`src/rtl/wmfa_pkg.sv`:
```
`timescale 1ns / 1ps

package wmfa_pkg;

  localparam logic [15:0] CRC_POLY = 16'h3D65;

  // Depth of the queue between the front and back parts; must be a power of two.
  localparam int unsigned FIFO_DEPTH = 2;
  localparam int unsigned FIFO_PTR_W = $clog2(FIFO_DEPTH);
  localparam int unsigned FIFO_CNT_W = $clog2(FIFO_DEPTH + 1);

  typedef enum logic [1:0] {
    PH_AWAIT_L = 2'd0,
    PH_FIRST   = 2'd1,
    PH_DATA    = 2'd2
  } frame_phase_e;

  typedef enum logic [1:0] {
    IDX_DATA   = 2'd0,
    IDX_CRC_HI = 2'd1,
    IDX_CRC_LO = 2'd2
  } out_idx_e;

  // One classified input byte, as handed from the front part to the back part.
  typedef struct packed {
    logic [7:0]  data_byte;
    logic        close_block;
    logic        frame_end;
    logic [15:0] crc_final;
  } entry_t;

  // CRC-16 update by one byte, MSB first.
  function automatic logic [15:0] crc_byte(input logic [15:0] crc, input logic [7:0] d);
    logic [15:0] r;
    logic        fb;
    r = crc;
    for (int i = 0; i < 8; i++) begin
      fb = r[15] ^ d[7 - i];
      r  = {r[14:0], 1'b0};
      if (fb) begin
        r = r ^ CRC_POLY;
      end
    end
    return r;
  endfunction

endpackage

```
`src/rtl/wmfa_if.sv`:
```
`timescale 1ns / 1ps

interface wmfa_in_if;
  logic       valid;
  logic       ready;
  logic [7:0] data_byte;

  modport source (output valid, output data_byte, input ready);
  modport sink (input valid, input data_byte, output ready);
endinterface

interface wmfa_out_if;
  logic       valid;
  logic       ready;
  logic [7:0] out_byte;
  logic       is_crc;
  logic       frame_end;
  logic       last_of_run;

  modport source (output valid, output out_byte, output is_crc, output frame_end,
                  output last_of_run, input ready);
  modport sink (input valid, input out_byte, input is_crc, input frame_end,
                input last_of_run, output ready);
endinterface

```
`src/rtl/wmbus_format_a_crc_framer.sv`:
```
// Results are offered from the back part's output register, behind the queue.
// Throughput: one item per cycle while the queue is not full; an item that closes a
// block yields three results (byte, CRC high, CRC low) before it leaves the queue.
// A two-entry queue between the classifying front part and the emitting back
// part lets the input keep flowing while the output is stalled.
// Reset (rst_ni low, asynchronous) empties the queue and waits for an L field.
`timescale 1ns / 1ps

module wmbus_format_a_crc_framer
  import wmfa_pkg::*;
#(
  parameter int unsigned BLOCK_LEN        = 16,
  parameter int unsigned FIRST_BLOCK_DATA = 9
) (
  input  logic clk_i,
  input  logic rst_ni,
  wmfa_in_if.sink    in_i,
  wmfa_out_if.source out_o
);

  entry_t front_entry;
  entry_t head;
  logic   push;
  logic   pop;
  logic   full;
  logic   empty;
  logic   full_next;
  logic   in_ready;

  // The front part classifies every accepted byte at once: it updates the CRC,
  // counts the block and the remaining data bytes, and marks whether the byte
  // closes a block and whether that block ends the frame.
  assign in_i.ready = in_ready;
  assign push       = in_i.valid && in_ready;

  wmfa_front #(
    .BLOCK_LEN        (BLOCK_LEN),
    .FIRST_BLOCK_DATA (FIRST_BLOCK_DATA)
  ) u_front (
    .clk_i       (clk_i),
    .rst_ni      (rst_ni),
    .push_i      (push),
    .data_byte_i (in_i.data_byte),
    .entry_o     (front_entry)
  );

  wmfa_fifo u_fifo (
    .clk_i     (clk_i),
    .rst_ni    (rst_ni),
    .push_i    (push),
    .wr_data_i (front_entry),
    .pop_i     (pop),
    .rd_data_o (head),
    .full_o    (full),
    .empty_o   (empty)
  );

  // The input is held off for as long as the queue is full; the flag register
  // is loaded with the queue's fill state as of the next edge, so it tracks the
  // queue exactly and no item can overrun it.
  assign full_next = (full && !pop) || (push && !pop && !empty && !full);

  wmfa_rdy u_rdy (
    .clk_i    (clk_i),
    .rst_ni   (rst_ni),
    .full_d_i (full_next),
    .ready_o  (in_ready)
  );

  // The back part walks the head entry, emitting the echoed byte and, when the
  // entry closes a block, the two inverted CRC bytes after it.
  wmfa_back u_back (
    .clk_i   (clk_i),
    .rst_ni  (rst_ni),
    .head_i  (head),
    .empty_i (empty),
    .pop_o   (pop),
    .out_o   (out_o)
  );

endmodule

```
`src/rtl/wmfa_front.sv`:
```
`timescale 1ns / 1ps

module wmfa_front
  import wmfa_pkg::*;
#(
  parameter int unsigned BLOCK_LEN        = 16,
  parameter int unsigned FIRST_BLOCK_DATA = 9
) (
  input  logic       clk_i,
  input  logic       rst_ni,
  input  logic       push_i,
  input  logic [7:0] data_byte_i,
  output entry_t     entry_o
);

  localparam int unsigned MaxCnt = (BLOCK_LEN > FIRST_BLOCK_DATA) ? BLOCK_LEN
                                                                  : FIRST_BLOCK_DATA;
  localparam int unsigned CntW   = $clog2(MaxCnt + 1);

  frame_phase_e      phase_q, phase_d;
  logic [15:0]       crc_q, crc_d;
  logic [CntW-1:0]   cnt_q, cnt_d;
  logic [7:0]        left_q, left_d;

  logic [15:0]       crc_new;
  logic [CntW-1:0]   cnt_new;
  logic [7:0]        left_new;
  logic              close_blk;
  logic              end_frame;

  always_ff @(posedge clk_i or negedge rst_ni) begin
    if (!rst_ni) begin
      phase_q <= PH_AWAIT_L;
      crc_q   <= '0;
      cnt_q   <= '0;
      left_q  <= '0;
    end else if (push_i) begin
      phase_q <= phase_d;
      crc_q   <= crc_d;
      cnt_q   <= cnt_d;
      left_q  <= left_d;
    end
  end

  always_comb begin
    crc_new   = crc_byte(crc_q, data_byte_i);
    cnt_new   = cnt_q + CntW'(1);
    left_new  = left_q;
    close_blk = 1'b0;
    end_frame = 1'b0;
    phase_d   = phase_q;
    crc_d     = crc_new;
    cnt_d     = cnt_new;
    left_d    = left_q;

    unique case (phase_q)
      PH_FIRST: begin
        if (cnt_new >= CntW'(FIRST_BLOCK_DATA)) begin
          close_blk = 1'b1;
          end_frame = (left_q == 8'd0);
        end
      end
      PH_DATA: begin
        if (left_q != 8'd0) begin
          left_new = left_q - 8'd1;
        end
        left_d = left_new;
        if ((cnt_new >= CntW'(BLOCK_LEN)) || (left_new == 8'd0)) begin
          close_blk = 1'b1;
          end_frame = (left_new == 8'd0);
        end
      end
      default: begin
        // The L field opens a frame; an L of at most the first block's data length ends it there.
        crc_d   = crc_byte(16'h0000, data_byte_i);
        left_d  = (data_byte_i > 8'(FIRST_BLOCK_DATA)) ?
                  (data_byte_i - 8'(FIRST_BLOCK_DATA)) : 8'd0;
        cnt_d   = '0;
        phase_d = PH_FIRST;
      end
    endcase

    if (close_blk) begin
      crc_d   = '0;
      cnt_d   = '0;
      phase_d = end_frame ? PH_AWAIT_L : PH_DATA;
    end

    entry_o.data_byte   = data_byte_i;
    entry_o.close_block = close_blk;
    entry_o.frame_end   = end_frame;
    entry_o.crc_final   = ~crc_new;
  end

endmodule

```
`src/rtl/wmfa_fifo.sv`:
```
`timescale 1ns / 1ps

module wmfa_fifo
  import wmfa_pkg::*;
(
  input  logic   clk_i,
  input  logic   rst_ni,
  input  logic   push_i,
  input  entry_t wr_data_i,
  input  logic   pop_i,
  output entry_t rd_data_o,
  output logic   full_o,
  output logic   empty_o
);

  entry_t                mem_q [FIFO_DEPTH];
  logic [FIFO_PTR_W-1:0] wr_ptr_q, rd_ptr_q;
  logic [FIFO_CNT_W-1:0] cnt_q;

  always_ff @(posedge clk_i or negedge rst_ni) begin
    if (!rst_ni) begin
      wr_ptr_q <= '0;
      rd_ptr_q <= '0;
      cnt_q    <= '0;
    end else begin
      if (push_i) begin
        wr_ptr_q <= wr_ptr_q + FIFO_PTR_W'(1);
      end
      if (pop_i) begin
        rd_ptr_q <= rd_ptr_q + FIFO_PTR_W'(1);
      end
      if (push_i && !pop_i) begin
        cnt_q <= cnt_q + FIFO_CNT_W'(1);
      end else if (pop_i && !push_i) begin
        cnt_q <= cnt_q - FIFO_CNT_W'(1);
      end
    end
  end

  always_ff @(posedge clk_i) begin
    if (push_i) begin
      mem_q[wr_ptr_q] <= wr_data_i;
    end
  end

  assign rd_data_o = mem_q[rd_ptr_q];
  assign full_o    = (cnt_q == FIFO_CNT_W'(FIFO_DEPTH));
  assign empty_o   = (cnt_q == '0);

endmodule

```
`src/rtl/wmfa_back.sv`:
```
`timescale 1ns / 1ps

module wmfa_back
  import wmfa_pkg::*;
(
  input  logic   clk_i,
  input  logic   rst_ni,
  input  entry_t head_i,
  input  logic   empty_i,
  output logic   pop_o,
  wmfa_out_if.source out_o
);

  out_idx_e   idx_q, idx_d;
  logic       vld_q;
  logic [7:0] byte_q, byte_d;
  logic       crc_q, crc_d;
  logic       end_q, end_d;
  logic       last_q, last_d;
  logic       load;

  // The output register may be refilled when it is empty or being taken.
  assign load  = !empty_i && (!vld_q || out_o.ready);
  assign pop_o = load && last_d;

  always_comb begin
    byte_d = head_i.data_byte;
    crc_d  = 1'b0;
    end_d  = 1'b0;
    last_d = 1'b1;
    idx_d  = idx_q;
    unique case (idx_q)
      IDX_CRC_HI: begin
        byte_d = head_i.crc_final[15:8];
        crc_d  = 1'b1;
        last_d = 1'b0;
        idx_d  = IDX_CRC_LO;
      end
      IDX_CRC_LO: begin
        byte_d = head_i.crc_final[7:0];
        crc_d  = 1'b1;
        end_d  = head_i.frame_end;
        idx_d  = IDX_DATA;
      end
      default: begin
        last_d = !head_i.close_block;
        idx_d  = head_i.close_block ? IDX_CRC_HI : IDX_DATA;
      end
    endcase
  end

  always_ff @(posedge clk_i or negedge rst_ni) begin
    if (!rst_ni) begin
      vld_q <= 1'b0;
      idx_q <= IDX_DATA;
    end else begin
      if (load) begin
        vld_q <= 1'b1;
        idx_q <= idx_d;
      end else if (out_o.ready) begin
        vld_q <= 1'b0;
      end
    end
  end

  always_ff @(posedge clk_i) begin
    if (load) begin
      byte_q <= byte_d;
      crc_q  <= crc_d;
      end_q  <= end_d;
      last_q <= last_d;
    end
  end

  assign out_o.valid       = vld_q;
  assign out_o.out_byte    = byte_q;
  assign out_o.is_crc      = crc_q;
  assign out_o.frame_end   = end_q;
  assign out_o.last_of_run = last_q;

endmodule

```
`src/rtl/wmfa_if_top_note.sv`:
```
`timescale 1ns / 1ps

// Registered stall flag for the input side: kept as its own small stage so the
// input ready is a pure flop output and never depends on the output ready.
module wmfa_rdy
(
  input  logic clk_i,
  input  logic rst_ni,
  input  logic full_d_i,
  output logic ready_o
);

  logic full_q;

  always_ff @(posedge clk_i or negedge rst_ni) begin
    if (!rst_ni) begin
      full_q <= 1'b0;
    end else begin
      full_q <= full_d_i;
    end
  end

  assign ready_o = !full_q;

endmodule

```
`src/flat_wrapper.sv`:
```
// flat-port wrapper written by rule: the top's interface ports become plain ports
module wmbus_format_a_crc_framer_flat import wmfa_pkg::*;
#(
  parameter int unsigned BLOCK_LEN        = 16,
  parameter int unsigned FIRST_BLOCK_DATA = 9
)
  (clk_i, rst_ni, in_i_valid, in_i_data_byte, in_i_ready, out_o_valid, out_o_out_byte, out_o_is_crc, out_o_frame_end, out_o_last_of_run, out_o_ready);
  wmfa_in_if in_i_i ();
  wmfa_out_if out_o_i ();
  input  logic clk_i;
  input  logic rst_ni;
  input wire logic [$bits(in_i_i.valid)-1:0] in_i_valid;
  input wire logic [$bits(in_i_i.data_byte)-1:0] in_i_data_byte;
  output wire logic [$bits(in_i_i.ready)-1:0] in_i_ready;
  output wire logic [$bits(out_o_i.valid)-1:0] out_o_valid;
  output wire logic [$bits(out_o_i.out_byte)-1:0] out_o_out_byte;
  output wire logic [$bits(out_o_i.is_crc)-1:0] out_o_is_crc;
  output wire logic [$bits(out_o_i.frame_end)-1:0] out_o_frame_end;
  output wire logic [$bits(out_o_i.last_of_run)-1:0] out_o_last_of_run;
  input wire logic [$bits(out_o_i.ready)-1:0] out_o_ready;
  assign in_i_i.valid = in_i_valid;
  assign in_i_i.data_byte = in_i_data_byte;
  assign in_i_ready = in_i_i.ready;
  assign out_o_valid = out_o_i.valid;
  assign out_o_out_byte = out_o_i.out_byte;
  assign out_o_is_crc = out_o_i.is_crc;
  assign out_o_frame_end = out_o_i.frame_end;
  assign out_o_last_of_run = out_o_i.last_of_run;
  assign out_o_i.ready = out_o_ready;
  wmbus_format_a_crc_framer #(.BLOCK_LEN(BLOCK_LEN), .FIRST_BLOCK_DATA(FIRST_BLOCK_DATA)) u_core (.clk_i(clk_i), .rst_ni(rst_ni), .in_i(in_i_i), .out_o(out_o_i));
endmodule
```
`config.mk`:
```
export PLATFORM = sky130hd
export DESIGN_NAME = wmbus_format_a_crc_framer_flat
export DESIGN_NICKNAME = d
export VERILOG_FILES = /design/src/rtl/wmfa_pkg.sv /design/src/rtl/wmfa_if.sv /design/src/rtl/wmbus_format_a_crc_framer.sv /design/src/rtl/wmfa_front.sv /design/src/rtl/wmfa_fifo.sv /design/src/rtl/wmfa_back.sv /design/src/rtl/wmfa_if_top_note.sv /design/src/flat_wrapper.sv
export SDC_FILE = /design/constraint.sdc
export NUM_CORES = 1
export LEC_CHECK = 0
export BUFFER_PORTS_ARGS = -buffer_cell sky130_fd_sc_hd__buf_2
export CAP_MARGIN = 20
export CORE_ASPECT_RATIO = 1.75
export CORE_MARGIN = 4
export CORE_UTILIZATION = 55
export CTS_CLUSTER_SIZE = 30
export DETAILED_ROUTE_END_ITERATION = 10
export MAX_ROUTING_LAYER = met4
export PLACE_DENSITY = 0.72
export SYNTH_ARGS = -nofsm -noshare
export SYNTH_HDL_FRONTEND = slang
export SYNTH_HIERARCHICAL = 1
export SYNTH_SLANG_ARGS = --single-unit
```
`constraint.sdc`:
```
create_clock -name clk_i -period 3.02 [get_ports clk_i]
set_input_delay 0.151 -clock clk_i [delete_from_list [all_inputs] [get_ports clk_i]]
set_output_delay 0.151 -clock clk_i [all_outputs]
set_load 0.005 [all_outputs]
```
### Yosys cells after proc, flatten, opt, wreduce, memory -nomap -nowiden

Memories as Yosys holds them, arrays and structs flattened.
Cells that the tools add are included.
W data, S select, Z words.

| operators by class | value |
|---|---|
| add/sub/neg operators | 7 |
| magnitude comparators | 3 |
| equal/unequal tests | 6 |
| mux-type cells | 51 |
| bitwise gates (word level) | 32 |
| reductions and logical operators | 28 |

Operators with widths:

| cell | count |
|---|---|
| $mux W14 | 16 |
| $mux W16 | 9 |
| $not A9 Y9 | 15 |
| $pmux W8 S2 | 2 |
| $mux W8 | 3 |
| $logic_not A8 Y1 | 2 |
| $not A16 Y16 | 1 |
| $xor A1 B1 Y1 | 15 |
| $mux W1 | 10 |
| $mux W2 | 5 |
| $mux W5 | 2 |
| $gt A8 B4 Y1 const B | 1 |
| $logic_and A1 B1 Y1 | 8 |
| $reduce_bool A8 Y1 | 1 |
| $sub A8 B1 Y8 const B | 1 |
| $sub A8 B4 Y8 const B | 1 |
| $logic_not A1 Y1 | 7 |
| $eq A2 B2 Y1 const B | 3 |
| $pmux W1 S2 | 3 |
| $add A5 B1 Y5 const B | 1 |
| $ge A5 B4 Y1 const B | 1 |
| $ge A5 B5 Y1 const B | 1 |
| $eq A2 B1 Y1 const B | 2 |
| $pmux W2 S2 | 1 |
| other kinds (10) | 16 |

| storage, ports and cells | value |
|---|---|
| flip-flop bits (word level) | 50 |
| memory bits (writable) | 52 |
| input port bits | 12 |
| output and inout bits | 13 |
| memories | 1 |

Memory list:

| memory | depth | width | rd ports | clocked after memory_dff | write ports | RTL line | source |
|---|---|---|---|---|---|---|---|
| u_core.u_fifo.mem_q | 2 | 26 | 1 | 0 | 1 | wmfa_fifo.sv:16 | `entry_t mem_q [FIFO_DEPTH];` |

### Depth between registers and ports, before layout

Gate-level depths: netlist of run 1.

| depth | value |
|---|---|
| word-level depth | 25 |
| depth in mapped cells | 11 |
| depth with buffers taken out | 10 |

### Hierarchy

The synthesis of run 1 kept the hierarchy.

Modules (own cells, without submodules):

| module | instances | cells each | area an instance (um^2) |
|---|---|---|---|
| wmfa_front | 1 | 339 | 3071.7 |
| wmfa_fifo | 1 | 97 | 2163.3 |
| wmfa_back | 1 | 60 | 718.2 |
| wmfa_rdy | 1 | 2 | 28.8 |
| wmbus_format_a_crc_framer | 1 | 4 | 22.5 |

### Worst setup path before layout of run 1

No wires, ideal clock.

| timing | value |
|---|---|
| path kind | register to register |
| start point | register u_core.u_rdy.full_q |
| end point | memory u_core/u_fifo/mem_q[0][0] (netlist name) (enable) |
| arrival | 1848 ps |
| data required time | 2608 ps |
| path slack | 760 ps |
| cell stages (with the launch flop) | 4 |
| path buffers | 0 |
| cell sequence | dfrtp_1 -> inv_1 -> and2_1 -> nor2b_1 |

| on the way | value |
|---|---|
| cells in the longest elaborated chain, start to end | 4 |

Ends and longest elaborated chain:

| item | RTL line | source |
|---|---|---|
| start, declared | wmfa_if_top_note.sv:13 | `logic full_q;` |
| start signal, assigned | wmfa_if_top_note.sv:19 | `full_q <= full_d_i;` |
| $logic_not A1 Y1 | wmfa_if_top_note.sv:23 | `assign ready_o = !full_q;` |
| net in_i_ready | flat_wrapper.sv:14 | `output wire logic [$bits(in_i_i.ready)-1:0] in_i_ready;` |
| $logic_and A1 B1 Y1 | wmbus_format_a_crc_framer.sv:34 | `assign push = in_i.valid && in_ready;` |
| net u_core.push | wmbus_format_a_crc_framer.sv:23 | `logic push;` |
| $mux W1 | wmfa_fifo.sv:41 | `if (push_i) begin` |
| $mux W1 (implied by the code) | wmfa_fifo.sv:42 | `mem_q[wr_ptr_q] <= wr_data_i;` |
| end, declared | wmfa_fifo.sv:16 |  |

The timed path passes the listed nets, and every way through them passes these cells.

==> impl_metrics.csv, run 1 <==
group,metric,value,unit
logic_synthesis,synth_simple_gate_area_frac,0.0775,
logic_synthesis,syn-cell-area,0.00600,mm²
timing,hold_viol,0,
layout,seq_area,0.00287,mm²
logic_synthesis,muxShareOfSynthArea,0.0665,
placed_design,pre_cts_slack,449,ps
layout,diodes,0,
timing,slew-limit-headroom,0.382,
placed_design,post-dp-hpwl,8920,µm
drt,routed_wl,11900,µm
drt,ant_nets,0,
logic_synthesis,synth_fa_ha_area_frac,0.0354,
timing,fin_crit_sh,0.875,
layout,syn_to_final_growth,6.36,%
logic_synthesis,synthFlopType,"edfxtp_1",
layout,nFillCells,845,
logic_synthesis,synth-async-reset-ratio,0.382,
layout,final_net_count,540,
logic_synthesis,yosysWarnings,6,
drt,dr.pass1.iters,5,
logic_synthesis,ys_ff_latch,102,
grt,grt_pass1_wl,19300,µm
setup_path,rrSetupSlack,380,ps
logic_synthesis,avgSynthCellArea,12.0,µm²
setup_path,crit_chain,"nor4_1 > nand2_1 > xor2_1 > nand4_2 > o21ai_0 > nor2b_1",
worst_hold_path,holdPathStages,2,
run,maxCapViolCount,0,
placed_design,gp_congestion,0.967,
setup_path,reg2reg_depth,6,
logic_synthesis,yosysSeqAreaShare,0.478,
worst_hold_path,hold_end,"u_core/u_back/out_o.valid",
cts,hold_buffers,1,
logic_synthesis,synth_cells,502,
timing,rsz0062_at_grt,"no",
logic_synthesis,synth.distinct_cells,56,
logic_synthesis,synth_top_area_share,0.315,
cts,cts_resized,0,
drt,drtIter0Drc,187,
drt,drc,0,
cts,post_cts_buffers,0,
cts,numCtsBuffers,9,
cts,root_buffer,"clkbuf_16",
logic_synthesis,synth_top_family_by_area,"XOR/XNOR gates",
setup_path,worstPathMaxFanout,19,
logic_synthesis,yosys-top-cells-area,"edfxtp_1, dfrtp_1, xnor2_1",
timing,finalMaxSlewViolations,0,
floorplanning,initial_core_util,0.561,
drt,via_per_inst,5.71,
layout,layout-drive-gt1-share,0.182,
placed_design,dp_cells,629,
cts,insertion_delay,340,ps
grt,grt_max_degree,40,
logic_synthesis,syn_nets,531,
timing,skew,8.00,ps
timing,setup_violations,0,
setup_path,r2r-start,"u_core/u_front/left_q[2]",
floorplanning,fp.dieH,146,µm
setup_path,cp.arrival,2810,ps
floorplanning,io_pins,25,
drt,vias,3687,
timing,fin_tns_setup,0,ps
cts,cts.sinks,102,
timing,fmax,0.378,GHz
setup_path,crit_path_end_kind,"flip-flop",
setup_path,worst_ep_required_time,3190,ps
timing,period_needed,2640,ps
setup_path,slowest_delay,650,ps
layout,final_common_cell,"xnor2_1",
grt,grt-ovfl-total,0,
cts,clk_pin_slew,70,ps
floorplanning,rows,50,
floorplanning,dieArea,0.0127,mm²
logic_synthesis,synth_compound_area_frac,0.102,
setup_path,worstSetupPathType,"reg -> reg",
cts,htree_levels,3,
floorplanning,core,0.0107,mm²
timing,hold_ws,21.5,ps
status,status,"complete, no violations",
logic_synthesis,synth_edf_count,63,
grt,antenna_found_initial,0,
cts,cts_tree,"yes",
setup_path,cp-start-kind,"flip-flop",
grt,grt_pass1_vias,3891,
cts,clk_path_buf_depth,2,
logic_synthesis,yosysTopAreaCell,"edfxtp_1",
setup_path,cp_slowest_cell,"nor4_1",
worst_hold_path,hp-start,"out_o_ready",
logic_synthesis,synthXorXnorAreaFrac,0.175,
grt,grt_use_total,0.203,
timing,worst_pin_slew,927,ps
placed_design,io_buffers,24,
worst_hold_path,min_path_type,"in -> reg",
drt,wl_per_cell,18.5,µm
layout,final_cell_mix,"xnor2_1, edfxtp_1, dfrtp_1, inv_1",
setup_path,worst_r2r_endpoint,"u_core/u_fifo/mem_q[0][16]",
timing,setup_slack,376,ps
floorplanning,die_w,87.0,µm
layout,final_cells,646,
layout,multi_input_area,0.00274,mm²
-- final cells by class --
cell class | count | area share
Timing Repair Buffer | 34 | 0.0310
Multi-Input combinational cell | 334 | 0.429
Tap cell | 130 | 0.0255
Inverter | 30 | 0.0176
Clock inverter | 5 | 0.00607
Sequential cell | 102 | 0.449
Clock buffer | 11 | 0.0413
-- cells by family after synthesis --
kind of cell | after synthesis
xor gates and xnor gates | 106
DFF | 102
AOI/OAI and AO/OA | 91
and+or+nand+nor | 91
buffers and inverters | 66
muxes | 29
adders and majority gates | 17
-- cells in the mapped netlist, drive strengths merged (2+ instances only) --
cell type and instances:
nand3b 5, edfxtp 63, a22o 4, o22ai 7, a21o 2, buf 27
a21oi 26, nor2b 3, xnor3 4, o221ai 4, inv 30, a22oi 9
dlygate4sd1 2, xor2 28, a31oi 4, xnor2 73, a31o 2, dfrtp 39
and2 5, o21a 2, nand2 23, mux2 27, and3 2, nand2b 3
o2bb2ai 2, nand4bb 3, nand3 9, a32oi 6, o21ai 21, mux2i 2
ha 17, clkbuf 6, nor3 6, nor2 27
-- state kept, by name (all words and copies together) (netlist names) --
name / cells
u_core/u_back/idx_q: 2
u_core/u_back/out_o.frame_end: 1
u_core/u_back/out_o.is_crc: 1
u_core/u_back/out_o.last_of_run: 1
u_core/u_back/out_o.out_byte: 8
u_core/u_back/out_o.valid: 1
u_core/u_fifo/cnt_q: 2
u_core/u_fifo/mem_q: 52
u_core/u_fifo/rd_ptr_q: 1
u_core/u_fifo/wr_ptr_q: 1
u_core/u_front/cnt_q: 5
u_core/u_front/crc_q: 16
u_core/u_front/left_q: 8
u_core/u_front/phase_q: 2
u_core/u_rdy/full_q: 1
-- worst max path at each step --
stage	from	to	cells after the start	slack, ps
final	u_core/u_front/left_q[2]	u_core/u_fifo/mem_q[0][16]	6	380
after global routing	u_core/u_front/left_q[2]	u_core/u_fifo/mem_q[1][16]	6	240
after CTS	u_core/u_front/left_q[2]	u_core/u_front/crc_q[13]	6	460
after detailed placement	in_i_data_byte[5]	u_core/u_front/crc_q[11]	7	450
after global placement	in_i_data_byte[5]	u_core/u_front/crc_q[11]	7	490
after floorplan	u_core/u_rdy/full_q	u_core/u_fifo/mem_q[0][0]	3	760
-- worst max-delay path: cells and delay by family, from the launching register on --
kind | cells | cell delay [ps]
compound gates | 1 | 280
xor+xnor | 1 | 250
flops | 1 | 460
simple gates | 4 | 1490
-- layer usage --
| layer | wire length (µm) | GRT usage | vias up |
|---|---|---|---|
| li1 | - | - | 1767 |
| met1 | 4500 | 0.214 | 1778 |
| met2 | 6610 | 0.361 | 105 |
| met3 | 341 | 0.0271 | 37 |
| met4 | 473 | 0.0975 | 0 |
| met5 | 0 | - | - |
-- stage by stage --
stage	area, µm²	utilization
after floorplan	6000	-
after global placement	6070	0.568
final	6390	0.597
after CTS	6390	0.597
after global routing	6390	0.597
after detailed placement	6070	0.568
Power of run 1 is not shown: default switching activity piles up to over one toggle a cycle in this logic, so the estimate is an artifact.
==> run 2, diff against run 1 <==
--- a/config.mk
+++ b/config.mk
@@ -5,12 +5,12 @@
 export SDC_FILE = /design/constraint.sdc
 export NUM_CORES = 1
 export LEC_CHECK = 0
+export ABC_AREA = 1
 export BUFFER_PORTS_ARGS = -buffer_cell sky130_fd_sc_hd__buf_2
 export CAP_MARGIN = 20
 export CORE_ASPECT_RATIO = 1.75
 export CORE_MARGIN = 4
 export CORE_UTILIZATION = 55
-export CTS_CLUSTER_SIZE = 30
 export DETAILED_ROUTE_END_ITERATION = 10
 export MAX_ROUTING_LAYER = met4
 export PLACE_DENSITY = 0.72
==> run 2 against run 1 <==
Count of clock-buffer cells in the layout fell by 1. Final area rose by 11%. Fmax rose by 12%. Worst setup slack improved by 270 ps. Global-route usage rose by 4.2 points. Critical endpoint is now u_core/u_front/crc_q[13].
==> impl_metrics.csv, run 2 <==
group,metric,value,unit
status,status,"complete, no violations",
setup_path,crit_cells,13,
logic_synthesis,yosysWarnings,6,
layout,largest-register,"u_core/u_fifo/mem_q",
drt,wl_per_cell,17.4,µm
timing,rsz0062_at_grt,"no",
setup_path,crit_path_end_kind,"flip-flop",
setup_path,worst_ep_required_time,3290,ps
cts,clk_path_buf_depth,2,
layout,diodes,0,
power,power.internal,4.84,mW
logic_synthesis,synthTopCellsByCount,"nand2_1, inv_1, edfxtp_1",
drt,routed_wl,16200,µm
grt,grt_max_degree,40,
grt,grt_pass1_vias,5137,
setup_path,critPathTopFamily,"simple AND/OR/NAND/NOR gates",
setup_path,cp_slowest_cell,"dfrtp_1",
layout,syn_to_final_growth,6.36,%
floorplanning,initial_core_util,0.558,
worst_hold_path,holdPathStages,3,
layout,final_area,0.00709,mm²
floorplanning,die_w,91.2,µm
logic_synthesis,ys_ff_latch,102,
power,clkPwrFrac,0.128,
floorplanning,io_pins,25,
cts,post_cts_buffers,0,
drt,ant_nets,0,
timing,fmax,0.422,GHz
floorplanning,rows,53,
power,p_leak,3.47,nW
cts,cts.sinks,102,
cts,cts_tree,"yes",
setup_path,cp_num_buf_inv,3,
power,switchingPower,4.12,mW
setup_path,slowest_delay,380,ps
logic_synthesis,yosys-top-cells-area,"edfxtp_1, dfrtp_1, nand2_1",
timing,setup_violations,0,
placed_design,post-dp-hpwl,12500,µm
floorplanning,dieArea,0.0140,mm²
drt,drtIter0Drc,292,
power,ir_drop,443,µV
setup_path,worstSetupPathType,"reg -> reg",
layout,final_net_count,818,
logic_synthesis,yosysMostFrequentCell,"nand2_1",
grt,grt-ovfl-total,0,
floorplanning,core,0.0119,mm²
cts,htree_levels,3,
layout,final_common_cell,"nand2_1",
placed_design,post_dp_cell_area,0.00679,mm²
placed_design,gp_congestion,1.11,
logic_synthesis,synth_top_area_share,0.284,
logic_synthesis,yosysTopAreaCell,"edfxtp_1",
setup_path,cp-start-kind,"flip-flop",
logic_synthesis,synthFlopType,"edfxtp_1",
logic_synthesis,synth_edf_count,63,
placed_design,io_buffers,24,
cts,insertion_delay,340,ps
grt,antenna_found_initial,0,
timing,period_needed,2370,ps
setup_path,cp.arrival,2640,ps
setup_path,crit_chain,"inv_1 > ha_1 > nor3_1 > nand2_1 > nand2_1 > nand2_1 > nand2_1 > inv_1 > a21oi_1 > nand3_2 > inv_4 > nand2_1 > a21oi_2",
timing,fin_tns_setup,0,ps
logic_synthesis,avgSynthCellArea,8.61,µm²
drt,drc,0,
layout,layout-drive-gt1-share,0.171,
power,pwr-share-seq,0.308,
power,power_frac_comb,0.564,
power,swShare,0.460,
cts,root_buffer,"clkbuf_16",
layout,final_util,0.594,
grt,grt_pass1_wl,25500,µm
logic_synthesis,synth.distinct_cells,45,
layout,largest_register_ffs,52,
floorplanning,fp.dieH,154,µm
drt,vias,5099,
setup_path,reg2reg_depth,13,
layout,reg_top3,"u_core/u_fifo/mem_q (52), u_core/u_front/crc_q (16)",
timing,hold_ws,87.3,ps
timing,finalMaxSlewViolations,0,
timing,fin_crit_sh,0.785,
logic_synthesis,synth_cells,774,
drt,via_per_inst,5.48,
timing,hold_viol,0,
layout,final_cell_mix,"nand2_1, inv_1, edfxtp_1, nand3_1, nor2_1",
run,maxCapViolCount,0,
timing,slew-limit-headroom,0.330,
drt,dr.pass1.iters,5,
worst_hold_path,min_path_type,"in -> reg",
logic_synthesis,synth-async-reset-ratio,0.382,
power,p_per_area,1260,mW/mm²
setup_path,crit_path_frequent_cell,"nand2_1",
cts,clk_pin_slew,70,ps
cts,numCtsBuffers,9,
logic_synthesis,yosysSeqAreaShare,0.430,
timing,skew,8.27,ps
logic_synthesis,syn-cell-area,0.00667,mm²
setup_path,worstPathMaxFanout,9,
logic_synthesis,syn_nets,803,
timing,worst_pin_slew,1000,ps
grt,grt_use_total,0.244,
==> run 2: changes by cell type in the layout (fill, tap and decap cells not counted), moves of 14 or more <==
cell,delta
nand2_4,+14
nand2_1,+224
nor2_1,+16
o21ai_0,+19
nand2_2,+20
xnor2_1,-59
nand3_1,+34
inv_1,+54
==> run 2: path summary, 6_finish.rpt <==
kind | from | to | slack [ps]
max in group asynchronous | rst_ni | u_core/u_front/crc_q[13] | 1870
hold reg to reg | u_core/u_fifo/wr_ptr_q | u_core/u_fifo/wr_ptr_q | 510
hold / removal | in_i_valid | u_core/u_rdy/full_q | 90
setup reg to reg | u_core/u_front/cnt_q[0] | u_core/u_front/crc_q[13] | 650
setup / recovery | u_core/u_front/cnt_q[0] | u_core/u_front/crc_q[13] | 650
min in group asynchronous | rst_ni | u_core/u_front/cnt_q[0] | 490
==> run 2: cell type report <==
type,instances,area [µm²]
clock buffers,10,229
clock inverters,6,60.1
fillers,1053,4850
inverters,97,377
multi-input cells,548,3210
flip-flops and latches,102,2870
well taps,137,171
repair buffers,31,175
==> run 2: worst reg2reg max path, stage by stage (launching register included) <==
cell,delay [ps]
dfrtp_1,380
inv_1,90
ha_1,320
nor3_1,190
nand2_1,90
nand2_1,90
nand2_1,60
nand2_1,60
inv_1,50
a21oi_1,210
nand3_2,260
inv_4,200
nand2_1,160
a21oi_2,150
==> run 2: metrics by stage <==
| step | instances | worst slack (ps) | total power, mW |
|---|---|---|---|
| after floorplan | 774 | 748 | 6.57 |
| after global placement | 914 | 626 | 7.60 |
| after detailed placement | 914 | 615 | 7.79 |
| after CTS | 931 | 688 | 8.96 |
| after global routing | 931 | 490 | 9.64 |
| final | 931 | 650 | 8.97 |
==> run 2: kinds of logic after synthesis <==
group | share of synthesized area
compound gates | 0.0544
fa+ha+maj | 0.0319
buf+inv | 0.0886
simple gates | 0.267
mux | 0.0546
flops | 0.430
xor+xnor | 0.0730
==> run 2: power groups by stage <==
stage,logic [mW],registers (mW),clock network (mW)
2_1_floorplan,3.89,2.69,0
3_3_place_gp,4.85,2.75,0
3_5_place_dp,5.01,2.78,0
4_1_cts,5.03,2.76,1.18
5_1_grt,5.60,2.81,1.23
6_report,5.05,2.76,1.15
==> run 2: layer usage <==
layer  global-route usage  up-vias  wire length, µm
li1                     -     2490                -
met1                0.229     2386             5680
met2                0.450      162             8770
met3               0.0328       61              515
met4                0.168        0             1200
met5                    -        -                0
==> run 2: repair_timing <==
item,4_1_cts,5_1_grt
resized for setup,0,0
endpoints found under the hold margin,8,0
hold buffers,1,0
(Power assumes the default switching activity.)
